===== src/design/fpa_pkg.sv =====
package fpa_pkg;

  localparam int MAX_CHUNKS = 256;
  localparam int IDX_W      = $clog2(MAX_CHUNKS);
  localparam int HEAD_W     = IDX_W + 1;
  localparam int CNT_W      = 9;
  localparam int HANDLE_W   = 9;

  // A head or link value of MAX_CHUNKS marks the end of the free list.
  localparam logic [HEAD_W-1:0] HEAD_EMPTY = HEAD_W'(MAX_CHUNKS);

  typedef enum logic [1:0] {
    REQ_ALLOC    = 2'd0,
    REQ_FREE     = 2'd1,
    REQ_FREE_ALL = 2'd2,
    REQ_RSVD     = 2'd3
  } req_t;

  typedef enum logic [1:0] {
    ST_OK      = 2'd0,
    ST_EMPTY   = 2'd1,
    ST_RANGE   = 2'd2,
    ST_IGNORED = 2'd3
  } status_t;

  typedef enum logic [1:0] {
    S_IDLE,
    S_ALLOC,
    S_FILL,
    S_RESP
  } state_t;

  typedef struct packed {
    logic              we;
    logic [IDX_W-1:0]  waddr;
    logic [HEAD_W-1:0] wdata;
    logic [IDX_W-1:0]  raddr;
  } mem_req_t;

  typedef struct packed {
    logic [IDX_W-1:0] idx;
    status_t          status;
  } res_t;

endpackage


===== src/design/fpa_link_ram.sv =====
module fpa_link_ram (
  input  logic                     clk,
  input  fpa_pkg::mem_req_t        mem_req,
  output logic [fpa_pkg::HEAD_W-1:0] rd_data
);
  import fpa_pkg::*;

  logic [HEAD_W-1:0] link_mem [MAX_CHUNKS];

  always_ff @(posedge clk) begin
    if (mem_req.we) begin
      link_mem[mem_req.waddr] <= mem_req.wdata;
    end
  end

  always_ff @(posedge clk) begin
    rd_data <= link_mem[mem_req.raddr];
  end

endmodule


===== src/design/fpa_ctrl.sv =====
module fpa_ctrl (
  input  logic                         clk,
  input  logic                         rst_n,
  input  logic                         in_valid,
  output logic                         in_ready,
  input  fpa_pkg::req_t                req_type,
  input  logic                         handle_valid,
  input  logic [fpa_pkg::HANDLE_W-1:0] chunk_handle,
  input  logic [fpa_pkg::CNT_W-1:0]    cnt,
  output fpa_pkg::mem_req_t            mem_req,
  input  logic [fpa_pkg::HEAD_W-1:0]   rd_data,
  output logic                         res_valid,
  input  logic                         res_ready,
  output fpa_pkg::res_t                res
);
  import fpa_pkg::*;

  state_t            state_r, state_nxt;
  logic [HEAD_W-1:0] head_r, head_nxt;
  logic [IDX_W-1:0]  fill_r, fill_nxt;
  res_t              res_r, res_nxt;
  logic              fill_last;

  assign fill_last = ({1'b0, fill_r} == CNT_W'(cnt - 1'b1));

  always_comb begin
    state_nxt = state_r;
    unique case (state_r)
      S_IDLE: begin
        if (in_valid) begin
          case (req_type)
            REQ_ALLOC:    state_nxt = head_r[IDX_W] ? S_RESP : S_ALLOC;
            REQ_FREE_ALL: state_nxt = (cnt == '0) ? S_RESP : S_FILL;
            default:      state_nxt = S_RESP;
          endcase
        end
      end
      S_ALLOC: state_nxt = S_RESP;
      S_FILL: begin
        if (fill_last) begin
          state_nxt = S_RESP;
        end
      end
      S_RESP: begin
        if (res_ready) begin
          state_nxt = S_IDLE;
        end
      end
      default: state_nxt = S_IDLE;
    endcase
  end

  always_comb begin
    in_ready      = 1'b0;
    res_valid     = 1'b0;
    mem_req.we    = 1'b0;
    mem_req.waddr = fill_r;
    mem_req.wdata = head_r;
    mem_req.raddr = head_r[IDX_W-1:0];
    head_nxt      = head_r;
    fill_nxt      = fill_r;
    res_nxt       = res_r;
    unique case (state_r)
      S_IDLE: begin
        in_ready = 1'b1;
        if (in_valid) begin
          res_nxt.idx    = '0;
          res_nxt.status = ST_OK;
          case (req_type)
            REQ_ALLOC: begin
              if (head_r[IDX_W]) begin
                res_nxt.status = ST_EMPTY;
              end else begin
                res_nxt.idx = head_r[IDX_W-1:0];
              end
            end
            REQ_FREE: begin
              if (!handle_valid) begin
                res_nxt.status = ST_IGNORED;
              end else if (chunk_handle >= HANDLE_W'(cnt)) begin
                res_nxt.status = ST_RANGE;
              end else begin
                mem_req.we    = 1'b1;
                mem_req.waddr = chunk_handle[IDX_W-1:0];
                head_nxt      = {1'b0, chunk_handle[IDX_W-1:0]};
              end
            end
            REQ_FREE_ALL: begin
              head_nxt = HEAD_EMPTY;
              fill_nxt = '0;
            end
            default: res_nxt.status = ST_IGNORED;
          endcase
        end
      end
      S_ALLOC: begin
        // Registered link of the popped chunk becomes the new head.
        head_nxt = rd_data;
      end
      S_FILL: begin
        mem_req.we = 1'b1;
        head_nxt   = {1'b0, fill_r};
        fill_nxt   = fill_r + 1'b1;
      end
      S_RESP: res_valid = 1'b1;
      default: ;
    endcase
  end

  always_ff @(posedge clk) begin
    if (!rst_n) begin
      state_r <= S_IDLE;
      head_r  <= HEAD_EMPTY;
    end else begin
      state_r <= state_nxt;
      head_r  <= head_nxt;
    end
  end

  always_ff @(posedge clk) begin
    fill_r <= fill_nxt;
    res_r  <= res_nxt;
  end

  assign res = res_r;

endmodule


===== src/design/fixed_pool_free_list_allocator_top.sv =====
// Channel | Dir | Ports                        | Contents
// in      | in  | in_tvalid/in_tready          | one request
// out     | out | out_tvalid/out_tready        | one result per request
// cfg     | in  | cfg_valid/cfg_ready/cfg_data | pool size, always ready
//
// A free, an ignored request or an allocate on an empty list goes from S_IDLE
// straight to S_RESP; a successful allocate first passes S_ALLOC to read the
// link of the popped chunk. From S_RESP the result goes to the output register.
// Free-all writes one link per cycle in S_FILL, then goes to S_RESP.
// Reset (rst_n, synchronous) empties the free list and sets the pool size to 256.
// A pending result may sit in the output register while the next request is
// accepted and worked on; that request then waits for the output register.
module fixed_pool_free_list_allocator_top (
  input  logic        clk,
  input  logic        rst_n,
  input  logic        in_tvalid,
  output logic        in_tready,
  input  logic [15:0] in_tdata,  // [8:0] chunk_handle, rest zero
  input  logic [2:0]  in_tuser,  // [1:0] req_type, [2] handle_valid
  output logic        out_tvalid,
  input  logic        out_tready,
  output logic [7:0]  out_tdata, // [7:0] chunk_index
  output logic [1:0]  out_tuser, // [1:0] status
  input  logic        cfg_valid,
  output logic        cfg_ready,
  input  logic [8:0]  cfg_data   // pool_size
);
  import fpa_pkg::*;

  logic [CNT_W-1:0]  pool_size_r;
  logic [CNT_W-1:0]  cnt_eff;
  mem_req_t          mem_req;
  logic [HEAD_W-1:0] rd_data;
  logic              res_valid;
  logic              res_ready;
  res_t              res;
  logic              out_valid_r;
  res_t              out_r;

  assign cfg_ready = 1'b1;

  always_ff @(posedge clk) begin
    if (!rst_n) begin
      pool_size_r <= CNT_W'(256);
    end else if (cfg_valid) begin
      pool_size_r <= cfg_data;
    end
  end

  assign cnt_eff = (pool_size_r > CNT_W'(MAX_CHUNKS)) ? CNT_W'(MAX_CHUNKS) : pool_size_r;

  fpa_ctrl u_ctrl (
    .clk          (clk),
    .rst_n        (rst_n),
    .in_valid     (in_tvalid),
    .in_ready     (in_tready),
    .req_type     (req_t'(in_tuser[1:0])),
    .handle_valid (in_tuser[2]),
    .chunk_handle (in_tdata[HANDLE_W-1:0]),
    .cnt          (cnt_eff),
    .mem_req      (mem_req),
    .rd_data      (rd_data),
    .res_valid    (res_valid),
    .res_ready    (res_ready),
    .res          (res)
  );

  fpa_link_ram u_link_ram (
    .clk     (clk),
    .mem_req (mem_req),
    .rd_data (rd_data)
  );

  assign res_ready = !out_valid_r || out_tready;

  always_ff @(posedge clk) begin
    if (!rst_n) begin
      out_valid_r <= 1'b0;
    end else if (res_ready) begin
      out_valid_r <= res_valid;
    end
  end

  always_ff @(posedge clk) begin
    if (res_ready && res_valid) begin
      out_r <= res;
    end
  end

  assign out_tvalid = out_valid_r;
  assign out_tdata  = out_r.idx;
  assign out_tuser  = out_r.status;

  // Only a successful allocate hands out a nonzero index.
  a_idx_zero_on_error: assert property (@(posedge clk) disable iff (!rst_n)
    out_tvalid && (out_tuser != ST_OK) |-> (out_tdata == '0))
    else $error("nonzero chunk index on a failed request");

  // The controller never takes a request while a result is waiting on it.
  a_busy_not_ready: assert property (@(posedge clk) disable iff (!rst_n)
    res_valid |-> !in_tready)
    else $error("request accepted while a result is pending");

  // A result the output register cannot take yet stays offered.
  a_res_held: assert property (@(posedge clk) disable iff (!rst_n)
    res_valid && !res_ready |=> res_valid)
    else $error("pending result dropped");

endmodule


===== config.mk =====
export PLATFORM = sky130hd
export DESIGN_NAME = fixed_pool_free_list_allocator_top
export DESIGN_NICKNAME = d
export VERILOG_FILES = /design/src/design/fpa_pkg.sv /design/src/design/fpa_link_ram.sv /design/src/design/fpa_ctrl.sv /design/src/design/fixed_pool_free_list_allocator_top.sv
export SDC_FILE = /design/constraint.sdc
export NUM_CORES = 2
export LEC_CHECK = 0
export BUFFER_PORTS_ARGS = -buffer_cell sky130_fd_sc_hd__buf_2
export CAP_MARGIN = 20
export CORE_ASPECT_RATIO = 1.5
export CORE_MARGIN = 3
export CORE_UTILIZATION = 63
export DETAILED_ROUTE_END_ITERATION = 8
export GPL_TIMING_DRIVEN = 0
export PLACE_DENSITY = 0.79
export SETUP_SLACK_MARGIN = 0.02
export SLEW_MARGIN = 25
export SYNTH_ARGS = -nofsm -noshare
export SYNTH_HDL_FRONTEND = slang
export SYNTH_HIERARCHICAL = 1
export SYNTH_SLANG_ARGS = --single-unit

===== constraint.sdc =====
create_clock -name clk -period 5.5 [get_ports clk]
set_clock_uncertainty 0.05 [all_clocks]
set_input_delay 1.65 -clock clk [delete_from_list [all_inputs] [get_ports clk]]
set_output_delay 1.65 -clock clk [all_outputs]
set_load 0.1 [all_outputs]

==> flow_summary.ini <==
[synthesis]
ys_ff_latch = 2362
ys_seq_area_share_pct = 76.6
synth_edf_count = 2332
synth_fa_ha_area_share_pct = 0.231
synth_nets = 4570
ys.flop_type = edfxtp_1
synthMuxAreaShare_pct = 14.1
synth_compound_area_share_pct = 4.13
syn_avg_cell_area_um2 = 20.4
syn_area_um2 = 92300
async_flop_share_pct = 0
yosys.area_share.simple_pct = 2.95
synth_cell_type_count = 75
syn_inst = 4520
synth_top_family_by_area = multiplexers
synth_warnings = 6
synthXorXnorAreaFrac_pct = 0.142

[route]
drt_first_pass_iters = 8
avgRoutedWirePerCell_um = 45.0
top_layer = met5
viasPerCell = 7.69
drt_wl_total_um = 310000
vias = 52911
dr_wl_met3_um = 45700
wl_met2_um = 140000
drc_errors = 0
ant_nets = 0
met1_length_um = 86700
drt_iter0_drc = 9711

[floorplanning]
rows = 171
io-pin-count = 46
die_w_um = 318
die_y_um = 475
die-area_um2 = 151000
start_util_pct = 63.6
design.core.area_um2 = 145000

[pwr]
power_mw = 56.1
ir_drop_mv = 0.598
p_leak_nw = 31.7
power-per-cell-area_nw_per_um2 = 541

[sta]
finalHoldViolCount = 0
drv_slew = 0
min_period_ps = 5800
relSlewSlack_pct = 10.9
setup_ws_ps = -305
setup_viol = 895
hold_ws_ps = 369
worst_slew_pin_slew_ps = 1320
period_share_pct = 106
rsz0062_at_grt = yes
fmax_mhz = 172

[clock_network]
cts_made_buffers = 196
worst_skew_pair.late_latency_ps = 880
clock_sinks = 2362
cts_tree = done
clk_path_buf_depth = 3
cts_hold_buf = 0
htree_num_levels = 4
clk_pin_slew_ps = 60
ctsRootBufferMaster = clkbuf_16

[critical_path]
cp_top_family = simple AND/OR/NAND/NOR gates
critPathRequiredTime_ps = 5930
crit_path_max_incr_delay_ps = 680
path_cells = buf_2, inv_1, ha_1, nand2b_4, a211o_1, a221oi_2, o21ai_1, or2_1, buf_6, mux2_4, nor2b_1, nand3_1, clkbuf_1, nor2_2
rrSetupSlack_ps = -270
crit_buf_inv = 4
start_kind = input port
worst-path-max-fanout = 10
worstSetupEndpointType = register
crit_slowest_cell = nand3_1
crit_arrival_ps = 6230
crit_type = in2reg

[cells_and_area]
n_fill_cell = 8124
mostFrequentLayoutCells = edfxtp_1, mux4_2, clkbuf_16
drive_gt1_share_pct = 26.5
nets = 4856
synthToLayoutAreaGrowth_pct = 12.4
mostFrequentLayoutCell = edfxtp_1

[global_routing]
antenna_found_initial = 21
grt_pass1_wl_um = 422000
grt-ovfl-total = 0
grt_pass1_vias = 51442
grt_usage_pct = 41.6
grt_max_degree = 137

[place]
gp_congestion = 1.06
dp_hpwl_um = 203000
port_buffers = 36

[run_status]
status = finished with violations
violations = setup timing

[run]
maxCapViolCount = 0

[hold_path]
holdCritPathClass = reg2reg
==> what timing repair did <==
| action | 4_1_cts | 5_1_grt |
|---|---|---|
| endpoints found under the setup margin | 1593 | 1948 |
| resized for setup | 200 | 146 |
| endpoints found under the hold margin | 0 | 0 |
| buffers inserted | 5 | 2 |
| gates cloned | 0 | 0 |
| pin swaps | 3 | 1 |
==> path summary, 6_finish.rpt <==
path / start / endpoint / cells past startpoint
max: in_tdata[0] / u_link_ram/link_mem[152][2]$_DFFE_PP_ / 14
min: u_ctrl/res[6]$_SDFFCE_PP0P_ / out_tdata[4]$_DFFE_PP_ / 0
max reg2reg: u_ctrl/head_r[2]$_SDFFE_PN0P_ / u_link_ram/rd_data[1]$_DFF_P_ / 8
min reg2reg: u_ctrl/res[6]$_SDFFCE_PP0P_ / out_tdata[4]$_DFFE_PP_ / 0
==> routing by layer <==
layer  vias up  track usage [%]
li1      19353                -
met1     26615             46.1
met2      5392             62.3
met3      1529             16.5
met4        22             36.8
met5         -             1.16
==> synth_stat cells (all sizes together), types with 4 or more instances <==
master	number	area [um^2]
a22o	16	140
inv	17	63.8
and3	5	31.3
a221oi	14	129
and2	14	88.8
nor3	23	115
clkbuf	125	469
o31a	9	78.8
o211a	10	100
a22oi	182	1370
a211o	4	35.0
buf	154	1210
a211oi	27	215
nand2b	14	95.1
nor3b	5	47.5
mux4	476	10800
nand4	14	87.6
ha	17	213
mux2	29	357
or2	8	50.0
o22ai	65	407
and3b	4	35.0
a21oi	102	510
nor4	31	209
o21ai	49	245
nand3b	5	37.5
dfxtp	30	601
xnor2	7	61.3
nand3	40	200
nand2	52	195
a31oi	12	75.1
nor2b	45	282
xor2	8	70.1
nor2	320	1200
o221ai	36	322
mux2i	188	1880
edfxtp	2332	70000
==> area by class of cell <==
class | instances | area (um^2) | area share, %
inverter | 19 | 71.3 | 0.0688
timing repair buffer | 89 | 1330 | 1.28
clock buffer | 247 | 5260 | 5.08
multi-input combinational | 1860 | 21200 | 20.5
tap | 1903 | 2380 | 2.30
buffer | 278 | 1800 | 1.74
sequential | 2362 | 70600 | 68.1
antenna | 16 | 40.0 | 0.0386
clock inverter | 110 | 917 | 0.885
==> flip-flops by register name (all words and copies together) (netlist names) <==
register             flops
out_tdata                8
out_tuser                2
out_tvalid               1
pool_size_r              9
u_ctrl/fill_r            8
u_ctrl/head_r            9
u_ctrl/res              10
u_ctrl/state_r           2
u_link_ram/link_mem   2304
u_link_ram/rd_data       9
==> power breakdown <==
group | leakage [nW] | internal [mW] | switching [mW] | total, mW
sequential | 21.5 | 22.3 | 0.224 | 22.5
clock | 3.01 | 7.38 | 6.32 | 13.7
combinational | 7.17 | 5.53 | 14.4 | 19.9
==> stage by stage <==
step                      util, %  std cells  setup TNS, ps  setup WS, ps  area [um^2]
after floorplan                 -       4520              0           317        92300
after global placement       65.4       6459       -3341750         -3260        94800
after detailed placement     66.3       6503       -2060060         -1530        96200
after CTS                    71.0       6865         -25660          -231       103000
after global routing         71.4       6871         -35950          -191       104000
final                        71.5       6884         -92850          -305       104000
==> cells by family after synthesis <==
| logic type | Yosys count |
|---|---|
| XOR/XNOR | 15 |
| other | 1 |
| multiplexers | 693 |
| AO/OA/AOI/OAI | 548 |
| AND/OR/NAND/NOR | 586 |
| flip-flops | 2362 |
| buffers and inverters | 298 |
| adder cells (fa/ha/maj) | 17 |
Note: power is estimated with default switching activity, not from simulation.
